[config.mk]
export PLATFORM = sky130hd
export DESIGN_NAME = swlf_queue
export DESIGN_NICKNAME = d
export VERILOG_FILES = /design/src/rtl/core/swlf_pkg.sv /design/src/rtl/core/swlf_queue.sv
export SDC_FILE = /design/constraint.sdc
export NUM_CORES = 1
export LEC_CHECK = 0
export BUFFER_PORTS_ARGS = -buffer_cell sky130_fd_sc_hd__buf_2
export CAP_MARGIN = 20
export CORE_ASPECT_RATIO = 0.6
export CORE_MARGIN = 10
export CORE_UTILIZATION = 50
export DETAILED_ROUTE_END_ITERATION = 6
export PLACE_DENSITY = 0.77
export SETUP_SLACK_MARGIN = 0.05
export SYNTH_ARGS = -nofsm -noshare
export SYNTH_HDL_FRONTEND = slang
export SYNTH_SLANG_ARGS = --single-unit
[constraint.sdc]
create_clock -name clk_i -period 14.79 [get_ports clk_i]
set_input_delay 2.958 -clock clk_i [delete_from_list [all_inputs] [get_ports clk_i]]
set_output_delay 2.958 -clock clk_i [all_outputs]
set_load 0.05 [all_outputs]
[src/rtl/core/swlf_pkg.sv]
`timescale 1ns / 1ps
// ----------------------------------------------------------------------------
// swlf_pkg
// Constants, widths, lookup tables and types of the sliding window fit.
// ----------------------------------------------------------------------------
package swlf_pkg;

  localparam int WINDOW   = 32;
  localparam int SAMPLE_W = 24;
  localparam int RESULT_W = 48;
  localparam int FRAC_W   = 16;

  localparam int FILL_W = $clog2(WINDOW + 1);
  localparam int SLOT_W = $clog2(WINDOW);
  localparam int WIN_LOG = $clog2(WINDOW);

  localparam int SX_MAX  = WINDOW * (WINDOW + 1) / 2;
  localparam int SX_W    = $clog2(SX_MAX + 1);
  localparam int DEN_MAX = WINDOW * WINDOW * (WINDOW * WINDOW - 1) / 12;
  localparam int DEN_W   = $clog2(DEN_MAX + 1);

  localparam int SY_W  = SAMPLE_W + WIN_LOG + 1;
  localparam int SXY_W = SAMPLE_W + SX_W + 1;
  localparam int NUM_W = SXY_W + WIN_LOG + 1;
  localparam int A_W   = NUM_W + SX_W + 2;

  localparam int DVD_W = A_W + FRAC_W;
  localparam int DVS_W = DEN_W + WIN_LOG + 1;
  localparam int CNT_W = $clog2(DVD_W + 1);

  typedef logic [SX_W-1:0]  sx_tab_t  [WINDOW+1];
  typedef logic [DEN_W-1:0] den_tab_t [WINDOW+1];

  function automatic sx_tab_t gen_sx_tab();
    sx_tab_t t;
    for (int i = 0; i <= WINDOW; i++) begin
      t[i] = SX_W'(i * (i + 1) / 2);
    end
    return t;
  endfunction

  function automatic den_tab_t gen_den_tab();
    den_tab_t t;
    int sx;
    int sxx;
    for (int i = 0; i <= WINDOW; i++) begin
      sx   = i * (i + 1) / 2;
      sxx  = i * (i + 1) * (2 * i + 1) / 6;
      t[i] = DEN_W'(WINDOW * sxx - sx * sx);
    end
    return t;
  endfunction

  localparam sx_tab_t  SX_TAB  = gen_sx_tab();
  localparam den_tab_t DEN_TAB = gen_den_tab();

  // One fit job handed from the front end to the division back end.
  typedef struct packed {
    logic signed [NUM_W-1:0] num;
    logic signed [A_W-1:0]   a;
    logic [DEN_W-1:0]        den;
  } job_t;

endpackage

[src/rtl/core/swlf_queue.sv]
`timescale 1ns / 1ps
// ----------------------------------------------------------------------------
// swlf_queue
// Two-entry job queue between the front end and the divider back end.
// ----------------------------------------------------------------------------
module swlf_queue (
  input  logic           clk_i,
  input  logic           rst_ni,
  input  logic           push_i,
  input  swlf_pkg::job_t data_i,
  output logic           full_o,
  input  logic           pop_i,
  output swlf_pkg::job_t data_o,
  output logic           empty_o
);
  import swlf_pkg::*;

  job_t       entry_q [2];
  logic       wr_q, rd_q;
  logic [1:0] cnt_q;

  assign full_o  = (cnt_q == 2'd2);
  assign empty_o = (cnt_q == 2'd0);
  assign data_o  = entry_q[rd_q];

  always_ff @(posedge clk_i or negedge rst_ni) begin
    if (!rst_ni) begin
      wr_q  <= 1'b0;
      rd_q  <= 1'b0;
      cnt_q <= '0;
    end else begin
      if (push_i) wr_q <= ~wr_q;
      if (pop_i) rd_q <= ~rd_q;
      cnt_q <= cnt_q + 2'(push_i) - 2'(pop_i);
    end
  end

  always_ff @(posedge clk_i) begin
    if (push_i) entry_q[wr_q] <= data_i;
  end

endmodule

==> summary.txt <==
Status: complete, no violations
Die Span Y: 119 µm
FF+latch count, synth: 226
Worst-Margin Slew: 1040 ps
Die area: 22,100 µm²
Vias in the first global route: 4,618
Vias/cell: 5.12
Cts repair resizes: 0
Cell area after layout: 10,300 µm²
# placed instances: 787
Gr ovfl total: 0
Post-synth top area share: 0.810
Final hold slack: 565 ps
Chip width: 186 µm
Via count: 4,233
I/O pin count: 228
Post-CTS setup repair buffer count: 0
Pre-CTS setup slack: 9410 ps
Final Power: 2.42 mW
Crit-path max FO: 63
CP Launch Type: flop
Sum of negative setup slack: 0 ps
Initial antenna violation count: 5
Syn_nets: 477
Hold path endpoint: wr_q$_DFFE_PN0P_
Seq/Total Area, Yosys: 0.823
Synthesized instance count: 360
Unrepaired setup endpoints after global routing: no
Final Wtd Congestion: 0.754
R2R depth: 2
CP arrival: 2870 ps
Hold path startpoint: wr_q$_DFFE_PN0P_
Longest Clk Path Bufs: 3
Area leader, netlist: edfxtp_1
Global-route wire length before repair: 25,900 µm
Final setup viols: 0
CTS tree: yes
FP Rows: 36
Max-Cap Viols: 0
Unique cell type count in the Yosys netlist: 13
Top cells by area, synth: edfxtp_1 81%, mux2_2 15%, dfrtp_1 1.2%, buf_6 1.1%, ha_1 0.30%
Tcrit/Tclk final: 0.394
Most frequent cells in the layout: 227 x buf_2, 222 x edfxtp_1, 111 x mux2_2
Cts bufs inserted: 21
Worst R2R End: entry_q[0][58]$_DFFE_PP_
Final Max Slew Viols: 0
Worst vdd ir: 0.171 mV
Post-synthesis area per instance: 22.8 µm²
Leak Pwr: 3.91 nW
Starting Density: 0.509
Buffers on Ports: 227
Util after Layout: 0.637
Final HPWL DP: 12,100 µm
Critical path class: reg -> out
Worst rel slew slack: 0.304
P per Cell Area: 235 nW/µm²
Clock Pin Slew Worst Setup and Hold Paths: 60 ps
Maximum clock rate: 0.172 GHz
WL per Instance: 21.3 µm
Drt pass-1 iters: 4
Final Critical Period: 5830 ps
Post-Route WL: 17,600 µm
DRC viols: 0
Share of cells above drive strength 1: 0.615
CTS root buffer: clkbuf_16
Worst clock skew: 7.93 ps
Hold Fails Final Rpt: 0
Placed cell area: 9550 µm²
Worst Slack Setup Final: 8960 ps
Worst-Skew Late Latency: 480 ps
Final std cells w/o fill: 827
Post-CTS Hold Fix Bufs: 0
Sink Count: 226
Commonest non-fill, non-tap cell in the layout: buf_2
Final nets: 718
Synth warn: 0
Final ANT Viol Nets: 0
Area grow syn2layout: 25.3%
Flop2flop setup slack: 12,140 ps
Overall global routing resource usage: 0.149
Worst path required time: 11,830 ps
Largest net degree at the start of global routing: 77
Htree depth: 1
Core Region: 16,200 µm²
Worst Setup End Kind: output pin
WHS Path Cells: 1
DRT iter0 DRCs: 260
Reg2reg start: wr_q$_DFFE_PN0P_
Synthesized cell area: 8230 µm²
Hold WC Path Type: reg -> reg
## layout make-up
| class | instances | area, µm² |
|---|---|---|
| well taps | 209 | 262 |
| clock buffers | 21 | 526 |
| clock inverters | 16 | 229 |
| diodes | 3 | 7.51 |
| flip-flops and latches | 226 | 6770 |
| inverters | 2 | 7.51 |
| fillers | 1106 | 5860 |
| multi-input cells | 120 | 1350 |
| repair buffers | 230 | 1160 |
## Yosys cell counts
master,instances
inv_1,2
dfrtp_1,4
buf_6,8
buf_2,3
and2_1,1
mux2_2,111
buf_4,1
edfxtp_1,222
ha_1,2
nor2_1,1
xor2_1,2
nor2b_1,2
xor3_1,1
## kinds of logic after synthesis
logic type,Yosys count,synth area share
flops,226,0.823
fa+ha+maj,2,0.00304
mux,111,0.152
xor+xnor,3,0.00502
buf+inv,14,0.0146
simple gates,4,0.00274
## critical path, cell delays in order, from the launching register on
cell	delay [ps]
dfrtp_4	850
buf_4	780
mux2_2	440
buf_2	220
## per-layer routing
metal | track usage | wire length (µm) | up-vias
li1 | - | - | 1922
met1 | 0.179 | 7160 | 2073
met2 | 0.240 | 7930 | 201
met3 | 0.0713 | 2120 | 33
met4 | 0.0356 | 352 | 4
met5 | 0 | 26 | -
## power by group
group,internal [mW],switching [mW]
clock network,0.364,0.220
registers,0.852,0.0548
logic,0.247,0.682
## worst max path at each step
stage | start | end | slack (ps) | cells after the start
after floorplan | push_i | entry_q[0][0]$_DFFE_PP_ | 6410 | 1
after global placement | rd_q$_DFFE_PN0P_ | data_o[3] | 9490 | 3
after detailed placement | push_i | entry_q[0][43]$_DFFE_PP_ | 9410 | 3
after CTS | rd_q$_DFFE_PN0P_ | data_o[40] | 8940 | 3
after global routing | rd_q$_DFFE_PN0P_ | data_o[3] | 8820 | 3
final | rd_q$_DFFE_PN0P_ | data_o[40] | 8960 | 3
## state kept, by name, indices dropped and copies added, names as in the netlist
register,count
wr_q,1
rd_q,1
entry_q,222
cnt_q,2
Power figures use the tool's default switching activity.
