[src/rtl/core/swlf_pkg.sv]
`timescale 1ns / 1ps
// ----------------------------------------------------------------------------
// swlf_pkg
// Constants, widths, lookup tables and types of the sliding window fit.
// ----------------------------------------------------------------------------
package swlf_pkg;

  localparam int WINDOW   = 32;
  localparam int SAMPLE_W = 24;
  localparam int RESULT_W = 48;
  localparam int FRAC_W   = 16;

  localparam int FILL_W = $clog2(WINDOW + 1);
  localparam int SLOT_W = $clog2(WINDOW);
  localparam int WIN_LOG = $clog2(WINDOW);

  localparam int SX_MAX  = WINDOW * (WINDOW + 1) / 2;
  localparam int SX_W    = $clog2(SX_MAX + 1);
  localparam int DEN_MAX = WINDOW * WINDOW * (WINDOW * WINDOW - 1) / 12;
  localparam int DEN_W   = $clog2(DEN_MAX + 1);

  localparam int SY_W  = SAMPLE_W + WIN_LOG + 1;
  localparam int SXY_W = SAMPLE_W + SX_W + 1;
  localparam int NUM_W = SXY_W + WIN_LOG + 1;
  localparam int A_W   = NUM_W + SX_W + 2;

  localparam int DVD_W = A_W + FRAC_W;
  localparam int DVS_W = DEN_W + WIN_LOG + 1;
  localparam int CNT_W = $clog2(DVD_W + 1);

  typedef logic [SX_W-1:0]  sx_tab_t  [WINDOW+1];
  typedef logic [DEN_W-1:0] den_tab_t [WINDOW+1];

  function automatic sx_tab_t gen_sx_tab();
    sx_tab_t t;
    for (int i = 0; i <= WINDOW; i++) begin
      t[i] = SX_W'(i * (i + 1) / 2);
    end
    return t;
  endfunction

  function automatic den_tab_t gen_den_tab();
    den_tab_t t;
    int sx;
    int sxx;
    for (int i = 0; i <= WINDOW; i++) begin
      sx   = i * (i + 1) / 2;
      sxx  = i * (i + 1) * (2 * i + 1) / 6;
      t[i] = DEN_W'(WINDOW * sxx - sx * sx);
    end
    return t;
  endfunction

  localparam sx_tab_t  SX_TAB  = gen_sx_tab();
  localparam den_tab_t DEN_TAB = gen_den_tab();

  // One fit job handed from the front end to the division back end.
  typedef struct packed {
    logic signed [NUM_W-1:0] num;
    logic signed [A_W-1:0]   a;
    logic [DEN_W-1:0]        den;
  } job_t;

endpackage

[src/rtl/core/swlf_front.sv]
`timescale 1ns / 1ps
// ----------------------------------------------------------------------------
// swlf_front
// Window store, running sums and numerator terms of each fit.
// ----------------------------------------------------------------------------
module swlf_front (
  input  logic                               clk_i,
  input  logic                               rst_ni,
  input  logic                               push,
  input  logic signed [swlf_pkg::SAMPLE_W-1:0] sample_i,
  output logic                               busy_o,
  input  logic                               q_full_i,
  output logic                               q_push_o,
  output swlf_pkg::job_t                     q_data_o
);
  import swlf_pkg::*;

  typedef enum logic [2:0] {F_IDLE, F_SUM, F_NUM, F_PROD, F_AFIN} state_e;

  state_e                     state_q;
  logic signed [SAMPLE_W-1:0] sample_q;
  logic [FILL_W-1:0]          fill_q, fill_d;
  logic [SLOT_W-1:0]          oldest_q, oldest_d;
  logic signed [SY_W-1:0]     sy_q, sy_d;
  logic signed [SXY_W-1:0]    sxy_q, sxy_d;
  logic signed [NUM_W-1:0]    num_q;
  logic signed [A_W-1:0]      prod_q;
  logic signed [SAMPLE_W-1:0] rdata_q;
  logic signed [SAMPLE_W-1:0] mem [WINDOW];

  logic                       win_full;
  logic [SLOT_W-1:0]          wr_addr;
  logic signed [SXY_W-1:0]    fill_term;
  logic [SX_W-1:0]            sx;
  logic [DEN_W-1:0]           den;
  logic signed [SXY_W+WIN_LOG:0] num_full;
  logic signed [A_W-1:0]      a_val;

  assign win_full = (fill_q == FILL_W'(WINDOW));
  assign wr_addr  = win_full ? oldest_q : fill_q[SLOT_W-1:0];
  assign sx       = SX_TAB[fill_q];
  assign den      = DEN_TAB[fill_q];

  always_comb begin
    fill_d    = fill_q;
    oldest_d  = oldest_q;
    fill_term = SXY_W'($signed({1'b0, fill_q + FILL_W'(1)}) * sample_q);
    if (!win_full) begin
      fill_d = fill_q + FILL_W'(1);
      sy_d   = sy_q + SY_W'(sample_q);
      sxy_d  = sxy_q + fill_term;
    end else begin
      sy_d   = sy_q - SY_W'(rdata_q) + SY_W'(sample_q);
      sxy_d  = sxy_q - SXY_W'(sy_q) + SXY_W'(sample_q) * $signed(SXY_W'(WINDOW));
      oldest_d = (oldest_q == SLOT_W'(WINDOW - 1)) ? '0 : oldest_q + SLOT_W'(1);
    end
  end

  assign num_full = (SXY_W + WIN_LOG + 1)'(sxy_q) * $signed((SXY_W + WIN_LOG + 1)'(WINDOW))
                  - (SXY_W + WIN_LOG + 1)'(sy_q * $signed({1'b0, sx}));
  assign a_val = prod_q - A_W'(num_q * $signed({1'b0, sx}));

  assign busy_o          = (state_q != F_IDLE);
  assign q_push_o        = (state_q == F_AFIN) && !q_full_i;
  assign q_data_o.num    = num_q;
  assign q_data_o.a      = a_val;
  assign q_data_o.den    = den;

  always_ff @(posedge clk_i or negedge rst_ni) begin
    if (!rst_ni) begin
      state_q  <= F_IDLE;
      fill_q   <= '0;
      oldest_q <= '0;
      sy_q     <= '0;
      sxy_q    <= '0;
    end else begin
      unique case (state_q)
        F_IDLE: if (push) state_q <= F_SUM;
        F_SUM: begin
          fill_q   <= fill_d;
          oldest_q <= oldest_d;
          sy_q     <= sy_d;
          sxy_q    <= sxy_d;
          state_q  <= F_NUM;
        end
        F_NUM:  state_q <= F_PROD;
        F_PROD: state_q <= F_AFIN;
        F_AFIN: if (!q_full_i) state_q <= F_IDLE;
        default: state_q <= F_IDLE;
      endcase
    end
  end

  always_ff @(posedge clk_i) begin
    if (state_q == F_IDLE && push) sample_q <= sample_i;
    if (state_q == F_NUM) num_q <= NUM_W'(num_full);
    if (state_q == F_PROD) prod_q <= A_W'(sy_q * $signed({1'b0, den}));
  end

  // Window store: one write port, one registered read of the oldest slot.
  always_ff @(posedge clk_i) begin
    if (state_q == F_SUM) mem[wr_addr] <= sample_q;
    rdata_q <= mem[oldest_q];
  end

endmodule

[config.mk]
export PLATFORM = sky130hd
export DESIGN_NAME = swlf_front
export DESIGN_NICKNAME = d
export VERILOG_FILES = /design/src/rtl/core/swlf_pkg.sv /design/src/rtl/core/swlf_front.sv
export SDC_FILE = /design/constraint.sdc
export NUM_CORES = 2
export LEC_CHECK = 0
export BUFFER_PORTS_ARGS = -buffer_cell sky130_fd_sc_hd__buf_4
export CORE_MARGIN = 5
export CORE_UTILIZATION = 41
export DETAILED_ROUTE_END_ITERATION = 7
export PLACE_DENSITY = 0.59
export SLEW_MARGIN = 15
export SYNTH_ARGS = -nofsm -noshare
export SYNTH_HDL_FRONTEND = slang
export SYNTH_SLANG_ARGS = --single-unit
export TNS_END_PERCENT = 100
[constraint.sdc]
create_clock -name clk_i -period 10.6 [get_ports clk_i]
set_clock_uncertainty 0.2 [all_clocks]
set_input_delay 1.06 -clock clk_i [delete_from_list [all_inputs] [get_ports clk_i]]
set_output_delay 1.06 -clock clk_i [all_outputs]
set_load 0.05 [all_outputs]
==> reports/qor.txt <==
R2R depth -> 32
Mapped Avg Cell Area -> 11.1 um^2
outcome -> finished, final reports clean
Ys Warns -> 0
Port Buf Inserts -> 140
worst hold path type -> in -> async
Synth area leaders -> fa_1 (29%), edfxtp_1 (28%), inv_1 (7.3%)
Arrival @ worst endpoint -> 8.94 ns
Final WS setup -> 0.403 ns
origin of the worst setup path -> fill_q[1]
Yosys reg bits -> 984
CP Class -> reg -> out
hold_ws -> 0.136 ns
Crit path largest cell delay -> 0.55 ns
Synth cell types -> 87
final hold viol count -> 0
first-pass GRT wire length -> 394000 um
global placement routability congestion -> 0.895
number of DRC markers in iteration 0 -> 4605
Bufs on Longest Clock Path -> 3
final WL -> 251000 um
Final setup viols -> 0
vias in the first global route -> 67400
CTS buffer count -> 100
vias per cell -> 5.28
total track usage -> 21.0%
final-stage net count -> 10600
vias post-DR -> 62100
WL/cell -> 21.4 um
clock-pin slew on the worst setup and hold paths -> 0.06 ns
die width -> 491 um
largest net degree at the start of global routing -> 159
Worst-Margin Slew -> 1.10 ns
DRC Markers -> 0
R2R Path End -> prod_q[44]
# clock sinks -> 984
leading area contributor after synthesis -> fa_1
cell count after synthesis -> 8557
first drt pass iteration count -> 7
row cnt -> 176
Max Clock Freq -> 98.1 MHz
Final Cell Area -> 0.103 mm^2
dpl hpwl -> 191000 um
clk_lat worst skew -> 0.78 ns
CP endpoint -> q_data_o[63]
sequential share of the synthesized area -> 30.5%
CTS tree -> built
leading cell type in the layout, fill and taps excluded -> inv_1
Slew headroom -> 26.0%
Crit path required time -> 9.34 ns
r2r startpoint -> fill_q[1]
final period utilization -> 96.2%
Max-Cap Viols -> 0
r2r setup slk -> 1.38 ns
Root Driver -> clkbuf_16
Synth Flop Type -> edfxtp_1
CORE AREA -> 0.230 mm^2
fraction of registers with async set/reset -> 8.03%
kind of start point of the critical path -> register
Final ANT Viol Nets -> 0
Yosys top cell area share -> 28.9%
max-slew violations -> 0
H-tree depth -> 3
Initial Utilization -> 41.2%
I/O pin count -> 141
die area -> 0.241 mm^2
Syn Nets -> 10500
synthesized area -> 0.0948 mm^2
cell mode on critical path -> fa_1
area grow syn2layout -> 9.12%
CTS Hold Buffers Added -> 0
Post-synth EDFFs -> 881
dpl cell area -> 0.100 mm^2
Critical-path top delay cell -> dfrtp_4
Tmin final -> 10.20 ns
crit path max fanout -> 15
Die H -> 491 um
commonest non-fill, non-tap cells in the layout -> inv_1 (1839), fa_1 (1368), edfxtp_1 (881)
crit end category -> output port
initial antenna violation count -> 6
Place WS -> 0.199 ns
share of post-route cells with drive strength above 1 -> 9.63%
global route total overflow -> 0
-- critical path: cells and delay by family, from the launching register on --
kind | cells | cell delay (ns)
fa+ha+maj | 7 | 3.14
flops | 1 | 0.55
buf+inv | 6 | 0.80
xor+xnor | 2 | 0.40
simple gates | 6 | 1.19
compound gates | 7 | 2.09
-- routing by layer --
metal,global-route usage (%),part of all wire (%),wire length (um),vias to the layer above
met5,0,0,0,-
met4,5.96,3.0,7510,0
met3,2.65,5.7,14400,342
met2,35.5,48,121000,1837
met1,28.5,43,109000,32200
li1,-,-,-,27700
-- area by class of cell --
type                       count  area (um^2)
fill                       21300       127000
multi-input combinational   5371        57900
sequential                   984        28900
inverter                    1853         6960
tap                         3026         3790
clock buffer                 127         2610
timing repair buffer         336         2580
clock inverter                62          602
antenna                        2         5.00
-- kinds of logic (layout without fill, tap and decap cells) --
kind of cell	after synthesis	after routing	share of synthesized area, %
other cells	0	2	0
fa+ha+maj	1883	1883	35.7
compound gates	876	876	6.01
mux	250	250	5.81
simple gates	2100	2101	10.8
buf+inv	2203	2378	8.76
xor+xnor	261	261	2.41
flops	984	984	30.5
-- synthesized netlist by cell type (44+ instances only) --
| library cell | count |
|---|---|
| a21o_1 | 115 |
| a21oi_1 | 263 |
| and2_1 | 554 |
| and3_1 | 44 |
| clkbuf_1 | 307 |
| dfrtp_1 | 79 |
| edfxtp_1 | 881 |
| fa_1 | 1368 |
| ha_1 | 515 |
| inv_1 | 1841 |
| mux4_2 | 240 |
| nand2_1 | 678 |
| nand3_1 | 54 |
| nor2_1 | 371 |
| nor3_1 | 197 |
| nor4_1 | 60 |
| o21ai_0 | 160 |
| xnor2_1 | 184 |
| xor2_1 | 77 |
-- worst min-delay path by stage --
stage	start	endpoint	slack, ns	depth (start not counted)
2_1_floorplan	sxy_q[21]	sxy_q[21]	0.25	2
3_3_place_gp	sxy_q[21]	sxy_q[21]	0.27	2
3_5_place_dp	sxy_q[21]	sxy_q[21]	0.28	2
4_1_cts	rst_ni	oldest_q[4]	0.09	1
5_1_grt	rst_ni	oldest_q[4]	0.15	1
6_report	rst_ni	sy_q[29]	0.14	1
-- stage by stage --
| step | util (%) | instances | TNS (ns) |
|---|---|---|---|
| 5_1_grt | 44.9 | 11800 | -0.00912 |
| 4_1_cts | 44.9 | 11700 | 0 |
| 2_1_floorplan | - | 8557 | 0 |
| 3_3_place_gp | 43.5 | 11600 | 0 |
| 6_report | 44.9 | 11800 | 0 |
| 3_5_place_dp | 43.5 | 11600 | 0 |
-- flip-flops by register name (all words and copies together) (netlist names) --
register,cells
sample_q,24
sxy_q,35
sy_q,30
mem,768
num_q,41
prod_q,48
state_q,3
oldest_q,5
fill_q,6
rdata_q,24
-- what timing repair did --
item                       4_1_cts  5_1_grt
setup endpoints to repair       12       11
cloned                           0        1
setup buffers                    5        9
gates resized for setup          5       10
hold endpoints to repair         0        0
pin swaps                        1        2
Power is left out: the tool's default activity adds up to more than one toggle a clock period on the data nets, which glitch-free logic cannot reach.
