<file path="config.mk">
export PLATFORM = sky130hd
export DESIGN_NAME = swlf_back
export DESIGN_NICKNAME = d
export VERILOG_FILES = /design/src/rtl/core/swlf_pkg.sv /design/src/rtl/core/swlf_div.sv /design/src/rtl/core/swlf_back.sv
export SDC_FILE = /design/constraint.sdc
export NUM_CORES = 1
export LEC_CHECK = 0
export BUFFER_PORTS_ARGS = -buffer_cell sky130_fd_sc_hd__buf_2
export CORE_AREA = 2 2 178 180
export DETAILED_ROUTE_END_ITERATION = 6
export DIE_AREA = 0 0 180 182
export PLACE_DENSITY = 0.8
export SETUP_SLACK_MARGIN = 0.5
export SYNTH_ARGS = -nofsm -noshare
export SYNTH_HDL_FRONTEND = slang
export SYNTH_SLANG_ARGS = --single-unit
</file>
<file path="constraint.sdc">
create_clock -name clk_i -period 6.42 [get_ports clk_i]
set_input_delay 0.321 -clock clk_i [delete_from_list [all_inputs] [get_ports clk_i]]
set_output_delay 0.321 -clock clk_i [all_outputs]
set_load 0.01 [all_outputs]
</file>
<file path="src/rtl/core/swlf_pkg.sv">
`timescale 1ns / 1ps
// ----------------------------------------------------------------------------
// swlf_pkg
// Constants, widths, lookup tables and types of the sliding window fit.
// ----------------------------------------------------------------------------
package swlf_pkg;

  localparam int WINDOW   = 32;
  localparam int SAMPLE_W = 24;
  localparam int RESULT_W = 48;
  localparam int FRAC_W   = 16;

  localparam int FILL_W = $clog2(WINDOW + 1);
  localparam int SLOT_W = $clog2(WINDOW);
  localparam int WIN_LOG = $clog2(WINDOW);

  localparam int SX_MAX  = WINDOW * (WINDOW + 1) / 2;
  localparam int SX_W    = $clog2(SX_MAX + 1);
  localparam int DEN_MAX = WINDOW * WINDOW * (WINDOW * WINDOW - 1) / 12;
  localparam int DEN_W   = $clog2(DEN_MAX + 1);

  localparam int SY_W  = SAMPLE_W + WIN_LOG + 1;
  localparam int SXY_W = SAMPLE_W + SX_W + 1;
  localparam int NUM_W = SXY_W + WIN_LOG + 1;
  localparam int A_W   = NUM_W + SX_W + 2;

  localparam int DVD_W = A_W + FRAC_W;
  localparam int DVS_W = DEN_W + WIN_LOG + 1;
  localparam int CNT_W = $clog2(DVD_W + 1);

  typedef logic [SX_W-1:0]  sx_tab_t  [WINDOW+1];
  typedef logic [DEN_W-1:0] den_tab_t [WINDOW+1];

  function automatic sx_tab_t gen_sx_tab();
    sx_tab_t t;
    for (int i = 0; i <= WINDOW; i++) begin
      t[i] = SX_W'(i * (i + 1) / 2);
    end
    return t;
  endfunction

  function automatic den_tab_t gen_den_tab();
    den_tab_t t;
    int sx;
    int sxx;
    for (int i = 0; i <= WINDOW; i++) begin
      sx   = i * (i + 1) / 2;
      sxx  = i * (i + 1) * (2 * i + 1) / 6;
      t[i] = DEN_W'(WINDOW * sxx - sx * sx);
    end
    return t;
  endfunction

  localparam sx_tab_t  SX_TAB  = gen_sx_tab();
  localparam den_tab_t DEN_TAB = gen_den_tab();

  // One fit job handed from the front end to the division back end.
  typedef struct packed {
    logic signed [NUM_W-1:0] num;
    logic signed [A_W-1:0]   a;
    logic [DEN_W-1:0]        den;
  } job_t;

endpackage

</file>
<file path="src/rtl/core/swlf_div.sv">
`timescale 1ns / 1ps
// ----------------------------------------------------------------------------
// swlf_div
// Restoring unsigned divider, one quotient bit per cycle.
// ----------------------------------------------------------------------------
module swlf_div (
  input  logic                          clk_i,
  input  logic                          rst_ni,
  input  logic                          start_i,
  input  logic [swlf_pkg::DVD_W-1:0]    dividend_i,
  input  logic [swlf_pkg::DVS_W-1:0]    divisor_i,
  output logic                          done_o,
  output logic [swlf_pkg::RESULT_W-1:0] quotient_o
);
  import swlf_pkg::*;

  logic [CNT_W-1:0] cnt_q;
  logic [DVS_W-1:0] rem_q, dvs_q;
  logic [DVD_W-1:0] quo_q;
  logic [DVS_W:0]   shifted, trial;

  assign shifted    = {rem_q, quo_q[DVD_W-1]};
  assign trial      = shifted - {1'b0, dvs_q};
  assign done_o     = (cnt_q == '0);
  assign quotient_o = quo_q[RESULT_W-1:0];

  always_ff @(posedge clk_i or negedge rst_ni) begin
    if (!rst_ni) begin
      cnt_q <= '0;
    end else if (start_i) begin
      cnt_q <= CNT_W'(DVD_W);
    end else if (cnt_q != '0) begin
      cnt_q <= cnt_q - CNT_W'(1);
    end
  end

  always_ff @(posedge clk_i) begin
    if (start_i) begin
      rem_q <= '0;
      quo_q <= dividend_i;
      dvs_q <= divisor_i;
    end else if (cnt_q != '0) begin
      if (!trial[DVS_W]) begin
        rem_q <= trial[DVS_W-1:0];
        quo_q <= {quo_q[DVD_W-2:0], 1'b1};
      end else begin
        rem_q <= shifted[DVS_W-1:0];
        quo_q <= {quo_q[DVD_W-2:0], 1'b0};
      end
    end
  end

endmodule

</file>
<file path="src/rtl/core/swlf_back.sv">
`timescale 1ns / 1ps
// ----------------------------------------------------------------------------
// swlf_back
// Runs the slope and intercept divisions and holds the result beat.
// ----------------------------------------------------------------------------
module swlf_back (
  input  logic                                 clk_i,
  input  logic                                 rst_ni,
  input  logic                                 q_empty_i,
  input  swlf_pkg::job_t                       q_data_i,
  output logic                                 q_pop_o,
  output logic                                 empty,
  input  logic                                 pop,
  output logic signed [swlf_pkg::RESULT_W-1:0] slope_o,
  output logic signed [swlf_pkg::RESULT_W-1:0] intercept_o
);
  import swlf_pkg::*;

  typedef enum logic [1:0] {B_IDLE, B_RUN, B_WAIT} state_e;

  state_e              state_q;
  logic                out_valid_q, out_valid_d;
  logic                neg_s_q, neg_i_q;
  logic [NUM_W-1:0]    mag_s;
  logic [A_W-1:0]      mag_i;
  logic                start;
  logic                done_s, done_i;
  logic [RESULT_W-1:0] quo_s, quo_i;
  logic                out_free;

  assign mag_s   = q_data_i.num[NUM_W-1] ? NUM_W'(-q_data_i.num) : NUM_W'(q_data_i.num);
  assign mag_i   = q_data_i.a[A_W-1] ? A_W'(-q_data_i.a) : A_W'(q_data_i.a);
  assign start   = (state_q == B_IDLE) && !q_empty_i;
  assign q_pop_o = start;
  assign out_free = !out_valid_q || pop;
  assign empty   = !out_valid_q;

  // The result flag drops when its beat leaves and rises when a finished
  // job moves into the output register.
  assign out_valid_d = (out_valid_q && !pop) || (state_q == B_WAIT && out_free);

  swlf_div u_div_slope (
    .clk_i      (clk_i),
    .rst_ni     (rst_ni),
    .start_i    (start),
    .dividend_i (DVD_W'({mag_s, {FRAC_W{1'b0}}})),
    .divisor_i  (DVS_W'(q_data_i.den)),
    .done_o     (done_s),
    .quotient_o (quo_s)
  );

  // The intercept divisor is WINDOW times the slope divisor.
  swlf_div u_div_icpt (
    .clk_i      (clk_i),
    .rst_ni     (rst_ni),
    .start_i    (start),
    .dividend_i ({mag_i, {FRAC_W{1'b0}}}),
    .divisor_i  (DVS_W'(q_data_i.den) * DVS_W'(WINDOW)),
    .done_o     (done_i),
    .quotient_o (quo_i)
  );

  always_ff @(posedge clk_i or negedge rst_ni) begin
    if (!rst_ni) begin
      state_q     <= B_IDLE;
      out_valid_q <= 1'b0;
    end else begin
      out_valid_q <= out_valid_d;
      unique case (state_q)
        B_IDLE: if (start) state_q <= B_RUN;
        B_RUN:  if (done_s && done_i) state_q <= B_WAIT;
        B_WAIT: if (out_free) state_q <= B_IDLE;
        default: state_q <= B_IDLE;
      endcase
    end
  end

  always_ff @(posedge clk_i) begin
    if (start) begin
      neg_s_q <= q_data_i.num[NUM_W-1];
      neg_i_q <= q_data_i.a[A_W-1];
    end
    if (state_q == B_WAIT && out_free) begin
      slope_o     <= neg_s_q ? -$signed(quo_s) : $signed(quo_s);
      intercept_o <= neg_i_q ? -$signed(quo_i) : $signed(quo_i);
    end
  end

endmodule

</file>
==> summary.md <==
| Metric | Value |
|---|---|
| Status | finished clean |
| Routed vias/inst | 5.86 |
| Ys flop type | edfxtp_1 |
| CTS H-tree lvls | 2 |
| Worst Path Max Fanout | 54 |
| Fill cells | 2497 |
| DRT iter0 DRCs | 1276 |
| Area occupied by multi-input gates | 0.00807 mm² |
| Met2 WL | 19700 µm |
| TritonCTS Buffers | 35 |
| Die Ht | 182 µm |
| Post-route ant nets | 0 |
| Core area | 0.0310 mm² |
| Clock root buffer | clkbuf_16 |
| Mapped Area | 0.0170 mm² |
| Final worst setup slack | 3.05 ns |
| CP endpoint kind | flip-flop |
| Most used cell, CP | inv_1 |
| Reg2reg start | u_div_icpt.cnt_q[0]$_DFFE_PN0P_ |
| Crit Path Category | reg -> reg |
| GR Overflow Total | 0 |
| Crit path arrival time | 3.46 ns |
| Gr usage total | 23.9% |
| Layout cells sized above 1 | 15.6% |
| F_max | 0.297 GHz |
| Register area | 0.00850 mm² |
| Least-Margin Pin Slew | 1.13 ns |
| Worst-path clk slew | 0.06 ns |
| Syn-to-layout area delta | 15.4% |
| Required @ worst endpoint | 6.51 ns |
| Cells after synthesis | 1745 |
| FF+latch count, synth | 316 |
| Row Count | 65 |
| Most frequent cells in the layout | 278 x nand2_1, 212 x buf_2, 209 x edfxtp_1, 203 x o21ai_0, 119 x xnor2_1 |
| Netlist cell types | 65 |
| Async set-or-reset flop fraction in the synthesized netlist | 5.38% |
| DIE AREA | 0.0328 mm² |
| Initial antenna violation count | 7 |
| Ports | 213 |
| DR WL/cell | 16.9 µm |
| Hpwl dp | 27800 µm |
| Most common cell after layout, fill and taps aside | nand2_1 |
| Synth warn | 0 |
| Hold Path End | u_div_icpt.dvs_q[5]$_DFFE_PP_ |
| NumNets Final | 2091 |
| LEAKAGE | 7.70 nW |
| CTS tree | done |
| Initial Utilization | 55.0% |
| Top routing layer in use | met4 |
| RSZ-0062 raised after global routing | false |
| Post-synth EDFFs | 209 |
| Clk_skew | 0.0264 ns |
| Slew Limit Fails | 0 |
| First-pass GRT wire length | 65300 µm |
| Vias in the first global route | 13100 |
| Relative slew margins | 24.5% |
| Routed WL | 40100 µm |
| Crit-path cells | inv_1, ha_1, inv_1, or3_1, or4_2, buf_4, nor2_1, inv_2 |
| Setup tns final | 0 ns |
| I/O Buffers | 212 |
| Worst skew pair latency | 0.52 ns |
| Type of the tightest min-delay check | in -> reg |
| Place WS | 2.99 ns |
| Worst hold stages | 1 |
| Avg Synthesized Cell Area | 9.77 µm² |
| Pwr dens | 430 mW/mm² |
| Fin crit share | 52.5% |
| Clock tree buffer depth | 3 |
| Placer congestion estimate | 0.925 |
| Slowest cell on crit path | or4_2 |
| R2R depth | 8 |
| Syn Nets | 1902 |
| DRC | 0 |
| R2R setup slack | 3.05 ns |
| Final hold violations | 0 |
| Startpoint type of the worst setup path | flip-flop |
| Max-Cap Viols | 0 |
| Via count | 13900 |
| Worst hold path startpoint | q_data_i[0] |
| DRT Pass-1 Iters | 6 |
| CTS Sinks | 316 |
| Critical Path Max Stage Delay | 0.56 ns |
| Largest net degree at the start of global routing | 85 |
| Min Tclk post-route | 3.37 ns |
| Reg2Reg Capture Point | u_div_icpt.quo_q[54]$_DFFE_PP_ |
| Seq/Total Area, Yosys | 49.9% |
| VDD IR-drop max | 0.246 mV |
| Final number of setup-violating endpoints | 0 |
| M1 WL | 17100 µm |
| Die Wd | 180 µm |
| DR WL met3 | 2250 µm |
-- worst max-delay path: cells and delay by family, from the launching register on --
family | cells | cell delay (ns)
buf+inv | 4 | 1.00
fa+ha+maj | 1 | 0.16
flops | 1 | 0.38
simple gates | 3 | 1.37
-- metal layers --
| metal | up-vias | GRT usage [%] |
|---|---|---|
| li1 | 6703 | - |
| met1 | 6634 | 31.4 |
| met2 | 462 | 40.6 |
| met3 | 91 | 3.15 |
| met4 | 0 | 8.65 |
| met5 | - | 0 |
-- worst max-delay path by stage --
stage                     slack (ns)                         endpoint                            start  cells past startpoint
after global routing            2.79   u_div_icpt.quo_q[46]$_DFFE_PP_           state_q[1]$_DFFE_PN0P_                      6
after global placement          3.12  u_div_slope.quo_q[51]$_DFFE_PP_                     q_data_i[85]                      9
after floorplan                 1.06         intercept_o[0]$_DFFE_PP_           state_q[0]$_DFFE_PN0P_                      2
after detailed placement        2.99   u_div_icpt.quo_q[62]$_DFFE_PP_                     q_data_i[32]                      9
final                           3.05   u_div_icpt.quo_q[54]$_DFFE_PP_  u_div_icpt.cnt_q[0]$_DFFE_PN0P_                      8
after CTS                       3.06   u_div_icpt.quo_q[50]$_DFFE_PP_  u_div_icpt.cnt_q[0]$_DFFE_PN0P_                      8
-- through the flow --
| step | instances | power, W | area [µm²] | hold WS, ns | utilization [%] |
|---|---|---|---|---|---|
| 2_1_floorplan | 1745 | 0.00577 | 17000 | 0.0254 | - |
| 3_3_place_gp | 2282 | 0.00637 | 18400 | 0.270 | 59.4 |
| 4_1_cts | 2363 | 0.00845 | 19600 | 0.0262 | 63.4 |
| 6_report | 2370 | 0.00846 | 19700 | 0.0356 | 63.5 |
| 5_1_grt | 2370 | 0.00903 | 19700 | 0.0161 | 63.5 |
| 3_5_place_dp | 2282 | 0.00653 | 18400 | 0.269 | 59.4 |
-- cells in the mapped netlist (all sizes together) (8+ instances only) --
cell type    n  area share (%)
nand2      278             6.1
edfxtp     209              37
o21ai      205             6.0
xnor2      120             6.2
a21oi      117             3.4
xor2        99             5.1
dfxtp       90              11
clkbuf      87             1.9
o31ai       63             2.9
nor2        55             1.2
inv         47             1.0
ha          40             2.9
nand3       40             1.2
or3         34             1.3
or4         28             1.3
nor3        25            0.73
o41ai       23             1.2
nand2b      18            0.66
dfrtp       17             2.5
nor4        17            0.62
mux2i       16            0.94
a21o        15            0.66
or2         13            0.49
nor2b       11            0.40
nand4        8            0.29
-- area by class of cell --
| class | instances | share of cell area [%] |
|---|---|---|
| Sequential cell | 316 | 43.2 |
| Multi-Input combinational cell | 1292 | 41.0 |
| Timing Repair Buffer | 242 | 6.76 |
| Clock buffer | 45 | 4.75 |
| Tap cell | 402 | 2.56 |
| Inverter | 47 | 0.903 |
| Clock inverter | 19 | 0.674 |
| Antenna cell | 7 | 0.0891 |
-- registers in the layout, summed over array words and instances, names as in the netlist, 17 cells and up --
name               count
u_div_icpt.rem_q      23
intercept_o           48
u_div_icpt.quo_q      69
u_div_icpt.dvs_q      17
u_div_slope.rem_q     23
u_div_slope.quo_q     69
slope_o               48
-- cell families (layout without fill, tap and decap cells) --
logic type	count (synthesis)	count (layout)	share of synthesized area [%]
flops	316	316	49.9
mux	16	16	0.940
compound gates	468	468	16.4
other cells	0	7	0
fa+ha+maj	42	42	3.17
xor+xnor	219	219	11.3
buf+inv	137	353	3.03
simple gates	547	547	15.4
-- where the power goes --
| group | internal, W | leakage (nW) | switching, W |
|---|---|---|---|
| Combinational | 0.00131 | 4.12 | 0.00161 |
| Clock | 0.00108 | 0.512 | 0.000812 |
| Sequential | 0.00301 | 3.06 | 0.000636 |
-- what timing repair did --
action,4_1_cts,5_1_grt
endpoints found under the hold margin,33,0
resized for setup,0,0
buffers inserted,0,0
hold buffers,17,0
No activity file was read; power rests on OpenSTA's default activity.
